<file path="config.mk">
export PLATFORM = sky130hd
export DESIGN_NAME = uart_boot_command_engine_top
export DESIGN_NICKNAME = d
export VERILOG_FILES = /design/src/sv/ubce_pkg.sv /design/src/sv/ubce_datapath.sv /design/src/sv/ubce_ctrl.sv /design/src/sv/uart_boot_command_engine_top.sv
export SDC_FILE = /design/constraint.sdc
export NUM_CORES = 2
export LEC_CHECK = 0
export BUFFER_PORTS_ARGS = -buffer_cell sky130_fd_sc_hd__buf_2
export CAP_MARGIN = 20
export CELL_PAD_IN_SITES_DETAIL_PLACEMENT = 0
export CELL_PAD_IN_SITES_GLOBAL_PLACEMENT = 1
export CORE_ASPECT_RATIO = 1.2
export CORE_MARGIN = 10
export CORE_UTILIZATION = 45
export CTS_BUF_LIST = sky130_fd_sc_hd__clkbuf_4 sky130_fd_sc_hd__clkbuf_8 sky130_fd_sc_hd__clkbuf_16
export DETAILED_ROUTE_END_ITERATION = 10
export PLACE_DENSITY = 0.68
export REMOVE_ABC_BUFFERS = 1
export SLEW_MARGIN = 20
export SYNTH_ARGS = -nofsm -noshare
export SYNTH_HDL_FRONTEND = slang
export SYNTH_SLANG_ARGS = --single-unit
</file>
<file path="constraint.sdc">
create_clock -name clk -period 10.2 [get_ports clk]
set_clock_uncertainty 0.15 [all_clocks]
set_input_delay 0 -clock clk [delete_from_list [all_inputs] [get_ports clk]]
set_output_delay 0 -clock clk [all_outputs]
set_load 0.03 [all_outputs]
</file>
<file path="src/sv/ubce_pkg.sv">
// Package for the serial boot-loader command engine.
// Holds protocol bytes, memory operation codes, configuration indices and the result item struct.
// No dependencies.
`timescale 1ns / 1ps
package ubce_pkg;

  localparam logic [7:0] ACK_BYTE  = 8'h79;
  localparam logic [7:0] NACK_BYTE = 8'h1F;
  localparam logic [7:0] SYNC_BYTE = 8'h7F;
  localparam logic [7:0] CMD_GET   = 8'h00;
  localparam logic [7:0] CMD_GETID = 8'h02;
  localparam logic [7:0] CMD_RDMEM = 8'h11;
  localparam logic [7:0] CMD_GO    = 8'h21;
  localparam logic [7:0] CMD_WRMEM = 8'h31;
  localparam logic [7:0] CMD_ERASE = 8'h44;
  localparam logic [7:0] CMD_NONE  = 8'hFF;

  localparam logic [2:0] OP_NONE  = 3'd0;
  localparam logic [2:0] OP_READ  = 3'd1;
  localparam logic [2:0] OP_WRITE = 3'd2;
  localparam logic [2:0] OP_ERASE = 3'd3;
  localparam logic [2:0] OP_JUMP  = 3'd4;

  localparam logic [2:0] CFG_FLASH_BASE = 3'd0;
  localparam logic [2:0] CFG_RAM_BASE   = 3'd1;
  localparam logic [2:0] CFG_BOOT_SIZE  = 3'd2;
  localparam logic [2:0] CFG_CHIP_ID    = 3'd3;
  localparam logic [2:0] CFG_VERSION    = 3'd4;

  // One result item as presented on the output.
  typedef struct packed {
    logic       send_valid;
    logic [7:0] send_byte;
    logic [2:0] mem_op;
    logic [31:0] mem_addr;
    logic [31:0] mem_data;
    logic       to_flash;
    logic       last;
  } result_t;

endpackage

</file>
<file path="src/sv/ubce_datapath.sv">
// Datapath of the boot-loader engine: field registers, checksum, word buffer
// and the write-walk address unit. Has no package dependencies.
`timescale 1ns / 1ps
module ubce_datapath #(
  parameter int BUFFER_WORDS = 64,
  parameter int WIDX = 6
) (
  input  logic        clk,
  input  logic [7:0]  rx_byte,
  input  logic        ld_cmd,     // latch command byte
  input  logic        clr_addr,   // clear address and counter
  input  logic        sh_addr,    // shift a byte into the address
  input  logic        sh_erase,   // shift a byte into the 16-bit page count
  input  logic        ld_len,     // latch length byte
  input  logic        st_data,    // store a data byte
  input  logic        walk_start, // begin the word walk
  input  logic        walk_step,  // advance the word walk
  input  logic [31:0] flash_base,
  input  logic [31:0] ram_base,
  input  logic [20:0] boot_size,
  output logic [7:0]  command,
  output logic [31:0] address,
  output logic [8:0]  byte_count,
  output logic [7:0]  len_m1,
  output logic [7:0]  running_xor,
  output logic        addr_chk_ok,
  output logic [31:0] walk_addr,
  output logic [31:0] walk_word,
  output logic [6:0]  walk_idx,
  output logic        walk_skip,
  output logic        in_flash
);

  logic [7:0]  command_r;
  logic [31:0] address_r;
  logic [8:0]  byte_count_r;
  logic [7:0]  len_m1_r, xor_r;
  logic [6:0]  walk_idx_r;
  logic [31:0] walk_addr_r;
  logic [31:0] buf_mem [BUFFER_WORDS];
  logic [31:0] word_q;
  logic [WIDX-1:0] wr_idx, rd_idx;
  logic [32:0] prot_end;

  assign wr_idx = byte_count_r[WIDX+1:2];
  assign rd_idx = walk_idx_r[WIDX-1:0];

  // Field registers and checksum.
  always_ff @(posedge clk) begin
    if (ld_cmd) command_r <= rx_byte;
    if (clr_addr) begin
      address_r    <= '0;
      byte_count_r <= '0;
    end else if (sh_addr) begin
      address_r    <= {address_r[23:0], rx_byte};
      byte_count_r <= byte_count_r + 9'd1;
    end else if (sh_erase) begin
      address_r    <= {16'd0, address_r[7:0], rx_byte};
      byte_count_r <= byte_count_r + 9'd1;
    end else if (ld_len) begin
      byte_count_r <= '0;
    end else if (st_data) begin
      byte_count_r <= byte_count_r + 9'd1;
    end
    if (ld_len) begin
      len_m1_r <= rx_byte;
      xor_r    <= rx_byte;
    end else if (st_data) begin
      xor_r <= xor_r ^ rx_byte;
    end
  end

  // Word buffer: one byte lane written per data byte, one word read per cycle.
  always_ff @(posedge clk) begin
    if (st_data && (byte_count_r[8:2] < 7'(BUFFER_WORDS))) begin
      case (byte_count_r[1:0])
        2'd0: buf_mem[wr_idx] <= {24'd0, rx_byte};
        2'd1: buf_mem[wr_idx][15:8] <= rx_byte;
        2'd2: buf_mem[wr_idx][23:16] <= rx_byte;
        default: buf_mem[wr_idx][31:24] <= rx_byte;
      endcase
    end
    word_q <= buf_mem[rd_idx];
  end

  // Word walk: index and address advance together; read data is registered and arrives in the cycle after the index.
  always_ff @(posedge clk) begin
    if (walk_start) begin
      walk_idx_r  <= '0;
      walk_addr_r <= address_r;
    end else if (walk_step) begin
      walk_idx_r  <= walk_idx_r + 7'd1;
      walk_addr_r <= walk_addr_r + 32'd4;
    end
  end

  assign prot_end    = {1'b0, flash_base} + {12'd0, boot_size};
  assign in_flash    = (address_r >= flash_base) && (address_r < ram_base);
  assign walk_skip   = in_flash && ({1'b0, walk_addr_r} < prot_end);
  assign addr_chk_ok = (address_r[7:0] ^ address_r[15:8] ^ address_r[23:16]
                        ^ address_r[31:24]) == rx_byte;
  assign command     = command_r;
  assign address     = address_r;
  assign byte_count  = byte_count_r;
  assign len_m1      = len_m1_r;
  assign running_xor = xor_r;
  assign walk_addr   = walk_addr_r;
  assign walk_word   = word_q;
  assign walk_idx    = walk_idx_r;

endmodule

</file>
<file path="src/sv/ubce_ctrl.sv">
// Controller of the boot-loader engine: protocol phases, reply sequencing
// and the write walk. Depends on ubce_pkg.
`timescale 1ns / 1ps
module ubce_ctrl #(
  parameter int BUFFER_WORDS = 64
) (
  input  logic        clk,
  input  logic        rst_n,
  input  logic        in_valid,
  output logic        in_ready,
  input  logic [7:0]  rx_byte,
  output logic        res_valid,
  input  logic        res_ready,
  output ubce_pkg::result_t res,
  output logic        ld_cmd,
  output logic        clr_addr,
  output logic        sh_addr,
  output logic        sh_erase,
  output logic        ld_len,
  output logic        st_data,
  output logic        walk_start,
  output logic        walk_step,
  input  logic [7:0]  command,
  input  logic [31:0] address,
  input  logic [8:0]  byte_count,
  input  logic [7:0]  len_m1,
  input  logic [7:0]  running_xor,
  input  logic        addr_chk_ok,
  input  logic [31:0] walk_addr,
  input  logic [31:0] walk_word,
  input  logic [6:0]  walk_idx,
  input  logic        walk_skip,
  input  logic        in_flash,
  input  logic [31:0] flash_base,
  input  logic [20:0] boot_size,
  input  logic [15:0] chip_id,
  input  logic [7:0]  version_byte
);

  // Protocol phases.
  localparam logic [3:0] PH_UNSYNCED  = 4'd0;
  localparam logic [3:0] PH_IDLE      = 4'd1;
  localparam logic [3:0] PH_COMPL     = 4'd2;
  localparam logic [3:0] PH_ADDR      = 4'd3;
  localparam logic [3:0] PH_ADDR_CHK  = 4'd4;
  localparam logic [3:0] PH_LEN       = 4'd5;
  localparam logic [3:0] PH_READ_CHK  = 4'd6;
  localparam logic [3:0] PH_DATA      = 4'd7;
  localparam logic [3:0] PH_DATA_CHK  = 4'd8;
  localparam logic [3:0] PH_ERASE_N   = 4'd9;
  localparam logic [3:0] PH_ERASE_CHK = 4'd10;

  // Emission modes.
  localparam logic [2:0] EM_NONE  = 3'd0;
  localparam logic [2:0] EM_LIST  = 3'd1; // fixed byte list (get / get-id)
  localparam logic [2:0] EM_WALK  = 3'd2; // waiting for the buffer read of the next word
  localparam logic [2:0] EM_WALKV = 3'd3; // walking, buffer data valid
  localparam logic [2:0] EM_ONE   = 3'd4; // one pending item in hold

  logic [3:0] phase_r, phase_nxt;
  logic [2:0] mode_r, mode_nxt;
  logic [3:0] lidx_r, lidx_nxt;
  logic       lget_r, lget_nxt;
  logic [6:0] nwords_r, nwords_nxt;
  logic       ovalid_r, ovalid_nxt;
  ubce_pkg::result_t out_r, out_nxt, hold_r, hold_nxt;
  logic       hvalid_r, hvalid_nxt;
  logic       take;
  logic       oslot;
  logic [7:0] lbyte;
  logic [3:0] lcount;
  logic [8:0] cnt;

  assign oslot    = !ovalid_r || res_ready;
  assign in_ready = (mode_r == EM_NONE) && !hvalid_r && oslot;
  assign take     = in_valid && in_ready;
  assign cnt      = {1'b0, len_m1} + 9'd1;
  assign res_valid = ovalid_r;
  assign res       = out_r;

  function automatic ubce_pkg::result_t mk_send(input logic [7:0] b, input logic lst);
    ubce_pkg::result_t r;
    r = '0;
    r.send_valid = 1'b1;
    r.send_byte  = b;
    r.last       = lst;
    return r;
  endfunction

  // Byte list of the get and get-id replies.
  always_comb begin
    lcount = lget_r ? 4'd10 : 4'd5;
    lbyte  = ubce_pkg::ACK_BYTE;
    if (lget_r) begin
      case (lidx_r)
        4'd0: lbyte = ubce_pkg::ACK_BYTE;
        4'd1: lbyte = 8'd6;
        4'd2: lbyte = version_byte;
        4'd3: lbyte = ubce_pkg::CMD_GET;
        4'd4: lbyte = ubce_pkg::CMD_GETID;
        4'd5: lbyte = ubce_pkg::CMD_RDMEM;
        4'd6: lbyte = ubce_pkg::CMD_GO;
        4'd7: lbyte = ubce_pkg::CMD_WRMEM;
        4'd8: lbyte = ubce_pkg::CMD_ERASE;
        default: lbyte = ubce_pkg::ACK_BYTE;
      endcase
    end else begin
      case (lidx_r)
        4'd0: lbyte = ubce_pkg::ACK_BYTE;
        4'd1: lbyte = 8'd1;
        4'd2: lbyte = chip_id[15:8];
        4'd3: lbyte = chip_id[7:0];
        default: lbyte = ubce_pkg::ACK_BYTE;
      endcase
    end
  end

  // Phase machine and result sequencing.
  always_comb begin
    phase_nxt  = phase_r;
    mode_nxt   = mode_r;
    lidx_nxt   = lidx_r;
    lget_nxt   = lget_r;
    nwords_nxt = nwords_r;
    hold_nxt   = hold_r;
    hvalid_nxt = hvalid_r;
    out_nxt    = out_r;
    ovalid_nxt = ovalid_r && !res_ready;
    ld_cmd = 1'b0; clr_addr = 1'b0; sh_addr = 1'b0; sh_erase = 1'b0;
    ld_len = 1'b0; st_data = 1'b0; walk_start = 1'b0; walk_step = 1'b0;

    if (take) begin
      case (phase_r)
        PH_UNSYNCED: begin
          if (rx_byte == ubce_pkg::SYNC_BYTE) begin
            out_nxt = mk_send(ubce_pkg::ACK_BYTE, 1'b1);
            ovalid_nxt = 1'b1;
            phase_nxt = PH_IDLE;
          end
        end
        PH_IDLE: begin
          ld_cmd = 1'b1;
          phase_nxt = (rx_byte != ubce_pkg::CMD_NONE) ? PH_COMPL : PH_IDLE;
        end
        PH_COMPL: begin
          phase_nxt = PH_IDLE;
          ovalid_nxt = 1'b1;
          out_nxt = mk_send(ubce_pkg::NACK_BYTE, 1'b1);
          if (rx_byte == ~command) begin
            case (command)
              ubce_pkg::CMD_GET, ubce_pkg::CMD_GETID: begin
                out_nxt = mk_send(ubce_pkg::ACK_BYTE, 1'b0);
                mode_nxt = EM_LIST;
                lidx_nxt = 4'd1;
                lget_nxt = (command == ubce_pkg::CMD_GET);
              end
              ubce_pkg::CMD_RDMEM, ubce_pkg::CMD_GO, ubce_pkg::CMD_WRMEM: begin
                out_nxt = mk_send(ubce_pkg::ACK_BYTE, 1'b1);
                clr_addr = 1'b1;
                phase_nxt = PH_ADDR;
              end
              ubce_pkg::CMD_ERASE: begin
                out_nxt = mk_send(ubce_pkg::ACK_BYTE, 1'b1);
                clr_addr = 1'b1;
                phase_nxt = PH_ERASE_N;
              end
              default: ;
            endcase
          end
        end
        PH_ADDR: begin
          sh_addr = 1'b1;
          if (byte_count >= 9'd3) phase_nxt = PH_ADDR_CHK;
        end
        PH_ADDR_CHK: begin
          phase_nxt = PH_IDLE;
          ovalid_nxt = 1'b1;
          if (command == ubce_pkg::CMD_WRMEM) begin
            if (addr_chk_ok) begin
              out_nxt = mk_send(ubce_pkg::ACK_BYTE, 1'b1);
              phase_nxt = PH_LEN;
            end else begin
              out_nxt = mk_send(ubce_pkg::NACK_BYTE, 1'b1);
            end
          end else if (command == ubce_pkg::CMD_RDMEM) begin
            out_nxt = mk_send(ubce_pkg::ACK_BYTE, 1'b1);
            phase_nxt = PH_LEN;
          end else begin
            out_nxt = mk_send(ubce_pkg::ACK_BYTE, 1'b0);
            hold_nxt = '0;
            hold_nxt.mem_op = ubce_pkg::OP_JUMP;
            hold_nxt.mem_addr = address;
            hold_nxt.last = 1'b1;
            hvalid_nxt = 1'b1;
            mode_nxt = EM_ONE;
          end
        end
        PH_LEN: begin
          ld_len = 1'b1;
          phase_nxt = (command == ubce_pkg::CMD_WRMEM) ? PH_DATA : PH_READ_CHK;
        end
        PH_READ_CHK: begin
          phase_nxt = PH_IDLE;
          ovalid_nxt = 1'b1;
          out_nxt = mk_send(ubce_pkg::ACK_BYTE, 1'b0);
          hold_nxt = '0;
          hold_nxt.mem_op = ubce_pkg::OP_READ;
          hold_nxt.mem_addr = address;
          hold_nxt.mem_data = {23'd0, cnt};
          hold_nxt.last = 1'b1;
          hvalid_nxt = 1'b1;
          mode_nxt = EM_ONE;
        end
        PH_DATA: begin
          st_data = 1'b1;
          if (byte_count + 9'd1 >= cnt) phase_nxt = PH_DATA_CHK;
        end
        PH_DATA_CHK: begin
          phase_nxt = PH_IDLE;
          if (rx_byte != running_xor || cnt[1:0] != 2'd0
              || cnt > 9'(4 * BUFFER_WORDS)) begin
            out_nxt = mk_send(ubce_pkg::NACK_BYTE, 1'b1);
            ovalid_nxt = 1'b1;
          end else begin
            walk_start = 1'b1;
            nwords_nxt = cnt[8:2];
            hvalid_nxt = 1'b0;
            mode_nxt = EM_WALK;
          end
        end
        PH_ERASE_N: begin
          sh_erase = 1'b1;
          if (byte_count >= 9'd1) phase_nxt = PH_ERASE_CHK;
        end
        PH_ERASE_CHK: begin
          phase_nxt = PH_IDLE;
          ovalid_nxt = 1'b1;
          if (address[15:0] == 16'hFFFF) begin
            out_nxt = '0;
            out_nxt.mem_op = ubce_pkg::OP_ERASE;
            out_nxt.mem_addr = flash_base + {11'd0, boot_size};
            hold_nxt = mk_send(ubce_pkg::ACK_BYTE, 1'b1);
            hvalid_nxt = 1'b1;
            mode_nxt = EM_ONE;
          end else begin
            out_nxt = mk_send(ubce_pkg::NACK_BYTE, 1'b1);
          end
        end
        default: phase_nxt = PH_IDLE;
      endcase
    end else begin
      case (mode_r)
        EM_LIST: begin
          if (oslot) begin
            out_nxt = mk_send(lbyte, lidx_r == lcount - 4'd1);
            ovalid_nxt = 1'b1;
            lidx_nxt = lidx_r + 4'd1;
            if (lidx_r == lcount - 4'd1) mode_nxt = EM_NONE;
          end
        end
        EM_ONE: begin
          if (oslot) begin
            out_nxt = hold_r;
            ovalid_nxt = 1'b1;
            hvalid_nxt = 1'b0;
            mode_nxt = EM_NONE;
          end
        end
        EM_WALK: mode_nxt = EM_WALKV;  // buffer read latency
        EM_WALKV: begin
          // Pending word in hold goes out once a following word or the end is known.
          if (walk_idx == nwords_r) begin
            if (oslot) begin
              if (hvalid_r) begin
                out_nxt = hold_r;
                out_nxt.send_valid = 1'b1;
                out_nxt.send_byte = ubce_pkg::ACK_BYTE;
                out_nxt.last = 1'b1;
              end else begin
                out_nxt = mk_send(ubce_pkg::ACK_BYTE, 1'b1);
              end
              ovalid_nxt = 1'b1;
              hvalid_nxt = 1'b0;
              mode_nxt = EM_NONE;
            end
          end else if (walk_skip) begin
            walk_step = 1'b1;
            mode_nxt = EM_WALK;
          end else if (!hvalid_r || oslot) begin
            if (hvalid_r) begin
              out_nxt = hold_r;
              ovalid_nxt = 1'b1;
            end
            hold_nxt = '0;
            hold_nxt.mem_op = ubce_pkg::OP_WRITE;
            hold_nxt.mem_addr = walk_addr;
            hold_nxt.mem_data = walk_word;
            hold_nxt.to_flash = in_flash;
            hvalid_nxt = 1'b1;
            walk_step = 1'b1;
            mode_nxt = EM_WALK;
          end
        end
        default: ;
      endcase
    end
  end

  // State registers.
  always_ff @(posedge clk) begin
    if (!rst_n) begin
      phase_r  <= PH_UNSYNCED;
      mode_r   <= EM_NONE;
      ovalid_r <= 1'b0;
      hvalid_r <= 1'b0;
    end else begin
      phase_r  <= phase_nxt;
      mode_r   <= mode_nxt;
      ovalid_r <= ovalid_nxt;
      hvalid_r <= hvalid_nxt;
    end
    lidx_r   <= lidx_nxt;
    lget_r   <= lget_nxt;
    nwords_r <= nwords_nxt;
    hold_r   <= hold_nxt;
    out_r    <= out_nxt;
  end

endmodule

</file>
<file path="src/sv/uart_boot_command_engine_top.sv">
// Serial boot-loader command engine, one received byte per item. A byte's first
// result is registered and, except at a write finish, shows the cycle after it is
// taken; fixed replies give one item a cycle unless stalled. A write finish reads,
// then issues, each word. A new byte is taken once all results of the previous
// one have left the output register. Reset (rst_n, synchronous) returns to sync.
`timescale 1ns / 1ps
module uart_boot_command_engine_top #(
  parameter int BUFFER_WORDS = 64
) (
  input  logic        clk,
  input  logic        rst_n,
  input  logic        in_valid,
  output logic        in_ready,
  input  logic [7:0]  in_rx_byte,
  output logic        out_valid,
  input  logic        out_ready,
  output logic        out_send_valid,
  output logic [7:0]  out_send_byte,
  output logic [2:0]  out_mem_op,
  output logic [31:0] out_mem_addr,
  output logic [31:0] out_mem_data,
  output logic        out_to_flash,
  output logic        out_last,
  input  logic        cfg_we,
  input  logic [2:0]  cfg_index,
  input  logic [31:0] cfg_data
);

  localparam int WIDX = (BUFFER_WORDS > 1) ? $clog2(BUFFER_WORDS) : 1;

  logic [31:0] flash_base_r, ram_base_r;
  logic [20:0] boot_size_r;
  logic [15:0] chip_id_r;
  logic [7:0]  version_r;
  ubce_pkg::result_t res;
  logic ld_cmd, clr_addr, sh_addr, sh_erase, ld_len, st_data, walk_start, walk_step;
  logic [7:0] command, len_m1, running_xor;
  logic [31:0] address, walk_addr, walk_word;
  logic [8:0] byte_count;
  logic [6:0] walk_idx;
  logic addr_chk_ok, walk_skip, in_flash;

  // Configuration registers.
  always_ff @(posedge clk) begin
    if (!rst_n) begin
      flash_base_r <= 32'h0800_0000;
      ram_base_r   <= 32'h2000_0000;
      boot_size_r  <= 21'd10240;
      chip_id_r    <= 16'h0414;
      version_r    <= 8'h30;
    end else if (cfg_we) begin
      case (cfg_index)
        ubce_pkg::CFG_FLASH_BASE: flash_base_r <= cfg_data;
        ubce_pkg::CFG_RAM_BASE:   ram_base_r   <= cfg_data;
        ubce_pkg::CFG_BOOT_SIZE:  boot_size_r  <= cfg_data[20:0];
        ubce_pkg::CFG_CHIP_ID:    chip_id_r    <= cfg_data[15:0];
        ubce_pkg::CFG_VERSION:    version_r    <= cfg_data[7:0];
        default: ;
      endcase
    end
  end

  ubce_datapath #(.BUFFER_WORDS(BUFFER_WORDS), .WIDX(WIDX)) u_dp (
    .clk, .rx_byte(in_rx_byte), .ld_cmd, .clr_addr, .sh_addr, .sh_erase,
    .ld_len, .st_data, .walk_start, .walk_step,
    .flash_base(flash_base_r), .ram_base(ram_base_r), .boot_size(boot_size_r),
    .command, .address, .byte_count, .len_m1, .running_xor, .addr_chk_ok,
    .walk_addr, .walk_word, .walk_idx, .walk_skip, .in_flash
  );

  ubce_ctrl #(.BUFFER_WORDS(BUFFER_WORDS)) u_ctrl (
    .clk, .rst_n, .in_valid, .in_ready, .rx_byte(in_rx_byte),
    .res_valid(out_valid), .res_ready(out_ready), .res,
    .ld_cmd, .clr_addr, .sh_addr, .sh_erase, .ld_len, .st_data,
    .walk_start, .walk_step, .command, .address, .byte_count, .len_m1,
    .running_xor, .addr_chk_ok, .walk_addr, .walk_word, .walk_idx,
    .walk_skip, .in_flash, .flash_base(flash_base_r), .boot_size(boot_size_r),
    .chip_id(chip_id_r), .version_byte(version_r)
  );

  assign out_send_valid = res.send_valid;
  assign out_send_byte  = res.send_byte;
  assign out_mem_op     = res.mem_op;
  assign out_mem_addr   = res.mem_addr;
  assign out_mem_data   = res.mem_data;
  assign out_to_flash   = res.to_flash;
  assign out_last       = res.last;

  // A new byte is never taken while a result is waiting unaccepted.
  a_no_take_while_stalled: assert property (@(posedge clk) disable iff (!rst_n)
    (out_valid && !out_ready) |-> !in_ready) else $error("input taken during stall");

  // Only word writes may target flash.
  a_flash_only_write: assert property (@(posedge clk) disable iff (!rst_n)
    (out_valid && out_to_flash) |-> (out_mem_op == ubce_pkg::OP_WRITE))
    else $error("to_flash on non-write");

  // A stalled result holds its value.
  a_hold: assert property (@(posedge clk) disable iff (!rst_n)
    (out_valid && !out_ready) |=> (out_valid && $stable(out_mem_addr)
      && $stable(out_last))) else $error("result changed while stalled");

endmodule

</file>
==> results.md <==
* Clock slew at reported path FFs at 60 ps
* Antenna violations before repair at 14
* Fraction of registers with async set/reset at 0%
* Gr usage total at 21.62%
* Outcome: completed
* Cell Area, Synth at 0.1003 sq mm
* Die Y-Extent at 537.2 microns
* Num CTS Buffers at 230
* I/O Buffers at 127
* Kind of end point of the critical path: flip-flop
* Fin cells at 9009
* Total grt overflow at 0
* Post-synth EDFFs at 2264
* Commonest non-fill, non-tap cells in the layout: edfxtp_1 (2264), mux4_2 (672), nand2_1 (520)
* Reg2reg setup slack at 3550 ps
* Setup TNS at 0 ps
* Final min period at 6647 ps
* Rows at 189
* Worst hold stages at 3
* Most common cell after layout, fill and taps aside: edfxtp_1
* Total power at 23610 uW
* Via density at 5.862
* Synth Warn # at 0
* Top FF cell, synth: edfxtp_1
* Routed Antenna Nets at 0
* Core Box Area at 0.2213 sq mm
* Hold Crit Class: input pin to flip-flop
* Setup-failing EPs final at 0
* Fmax at 150.4 MHz
* FF+latch count, synth at 2462
* Mean Syn Cell Area at 17.98 sq um
* Cells after DPL at 8458
* CP required at 10520 ps
* Synth unique cells at 79
* CTS H-tree depth at 4
* Nets@finish at 6020
* I/O pin count at 128
* Max FO, Critical Path at 54
* Routed wire per std cell at 29.34 microns
* RSZ-0062 raised after global routing: no
* Core Util, Final at 51.12%
* Worst-margin pin slew at 1157 ps
* Largest net degree at the start of global routing at 123
* R2R depth at 21
* Final worst path period share at 65.17%
* CTS sink count at 2462
* Die W at 451.0 microns
* Vias in the first global route at 53320
* Rel. slew slack at 22.68%
* Initial Utilization at 45.32%
* MaxCap Viol Count at 0
* Drt total wl at 264300 microns
* Clock root buffer: clkbuf_16
* Fin. max-slew vios at 0
* Max VDD drop at 0.1654 mV
* CTS tree: yes
* Clock tree buffer depth at 3
* WP data arrival at 6970 ps
* Area Growth Syn to Fin at 12.80%
* CP Class: flip-flop to flip-flop
* Mapped Cells at 5580
* # Post-CTS Setup Buffers at 0
* Power per cell area at 208.7 mW/mm^2
* Worst r2r src: flash_base_r[0]$_SDFFE_PN0P_
* First DRT Iteration DRCs at 5336
* First drt pass iteration count at 5
* Vias at 52810
* Clk_lat worst skew at 890 ps
* DIE AREA at 0.2423 sq mm
* Hold slack at 132.7 ps
* Hold_sp: in_rx_byte[1]
* R2r endpoint: u_ctrl.res[62]$_DFFE_PP_
* Crit start category: flip-flop
* Leak at 0.03198 uW
* Residual DRC count at 0
* Final hold violations at 0
* Share of cells above drive strength 1 at 21.94%
* First-pass GRT wire length at 383900 microns
* Gpl congestion at 0.8271
* DPL Wire Length at 167400 microns
* Sequential fraction of the synthesis area at 71.73%
* Hold Crit Endpoint: u_dp.buf_mem[43][1]$_DFFE_PP_
==> state kept, by name, summed over array words and instances (netlist names), 32 cells and up <==
name / cells
u_dp.buf_mem: 2048
u_ctrl.res: 78
u_ctrl.hold_r: 70
flash_base_r: 32
ram_base_r: 32
u_dp.address: 32
u_dp.walk_addr: 32
u_dp.walk_word: 32
==> critical path: stages, from the launching register on <==
cell      delay [ps]
dfxtp_1          330
ha_1             220
inv_1             70
fa_1             200
inv_1             50
a21o_1           190
a211oi_1         630
a211oi_1         250
o21ai_0          440
a21o_1           230
nor3b_1          200
nor3_1           100
ha_1             320
nand4_1          110
nor4_1           350
a221oi_1         140
a211oi_1         240
o32ai_1          160
o211ai_1         220
buf_4            240
o221a_4          590
buf_4            670
==> per-layer routing <==
layer / wire length [microns] / vias up / GRT usage, %
met3: 20380 / 368 / 4.681
met2: 129100 / 2002 / 35.25
met5: 26 / - / 0
met1: 105500 / 27780 / 28.76
met4: 9273 / 4 / 7.831
li1: - / 22660 / -
==> worst max path at each step <==
stage	startpoint	end	slack (ps)	cells past startpoint
after global placement	flash_base_r[0]$_SDFFE_PN0P_	u_ctrl.res[30]$_SDFFCE_PP0P_	3670	21
after CTS	flash_base_r[0]$_SDFFE_PN0P_	u_ctrl.res[62]$_DFFE_PP_	3580	21
after detailed placement	flash_base_r[0]$_SDFFE_PN0P_	u_ctrl.res[30]$_SDFFCE_PP0P_	3650	21
final	flash_base_r[0]$_SDFFE_PN0P_	u_ctrl.res[62]$_DFFE_PP_	3550	21
after floorplan	u_dp.walk_idx[0]$_SDFFE_PP0P_	u_ctrl.hold_r[0]$_SDFFCE_PN0P_	-16360	7
after global routing	flash_base_r[0]$_SDFFE_PN0P_	u_ctrl.res[62]$_DFFE_PP_	3060	21
==> where the power goes <==
part / switching [uW] / internal, uW / leakage, uW
sequential: 213 / 11200 / 0.0189
clock: 3790 / 4900 / 0.00379
combinational: 2020 / 1480 / 0.00929
total: 6020 / 17600 / 0.0320
==> area by class of cell <==
| class | count | area (sq um) |
|---|---|---|
| Inverter | 105 | 395.4 |
| Antenna cell | 14 | 35.03 |
| Tap cell | 2960 | 3704 |
| Sequential cell | 2462 | 71970 |
| Timing Repair Buffer | 330 | 2469 |
| Multi-Input combinational cell | 2706 | 26860 |
| Clock buffer | 271 | 6118 |
| Clock inverter | 161 | 1592 |
| Fill cell | 17860 | 108200 |
==> cell families after synthesis <==
kind of cell               share of synthesized area [%]
muxes                                              15.21
AOI/OAI and AO/OA                                  2.929
xor gates and xnor gates                           1.170
buffers and inverters                              1.633
DFF                                                71.73
adders and majority gates                          1.716
and+or+nand+nor                                    5.607
==> synthesized netlist by cell type (7+ instances only) <==
cell type | number | share of area (%)
a211oi_1 | 16 | 0.12
a21o_1 | 20 | 0.15
a21oi_1 | 221 | 1.1
a22oi_1 | 30 | 0.22
and2_1 | 73 | 0.46
and3_1 | 50 | 0.31
and4_1 | 10 | 0.087
buf_1 | 35 | 0.13
buf_2 | 54 | 0.27
clkbuf_1 | 213 | 0.80
dfxtp_1 | 198 | 4.0
edfxtp_1 | 2264 | 68
ha_1 | 136 | 1.7
inv_1 | 102 | 0.38
mux2i_1 | 7 | 0.070
mux4_2 | 672 | 15
nand2_1 | 522 | 2.0
nand2b_1 | 15 | 0.094
nand3_1 | 97 | 0.48
nand4_1 | 32 | 0.20
nor2_1 | 356 | 1.3
nor2b_1 | 12 | 0.075
nor3_1 | 24 | 0.12
nor3b_1 | 10 | 0.075
nor4_1 | 16 | 0.10
o211ai_1 | 12 | 0.090
o21ai_0 | 108 | 0.54
o31ai_1 | 13 | 0.097
or2_2 | 8 | 0.050
or3_1 | 10 | 0.062
xnor2_1 | 90 | 0.79
xor2_1 | 44 | 0.38
==> per-stage QoR <==
stage / setup WS, ps / area (sq um)
after floorplan: -16360 / 99060
final: 3553 / 113100
after global routing: 3063 / 113100
after CTS: 3582 / 113100
after global placement: 3671 / 104300
after detailed placement: 3652 / 104300
==> timing repair <==
action,CTS,global route
resized for setup,0,0
hold buffers,104,0
endpoints found under the hold margin,624,0
(Power assumes the default switching activity.)
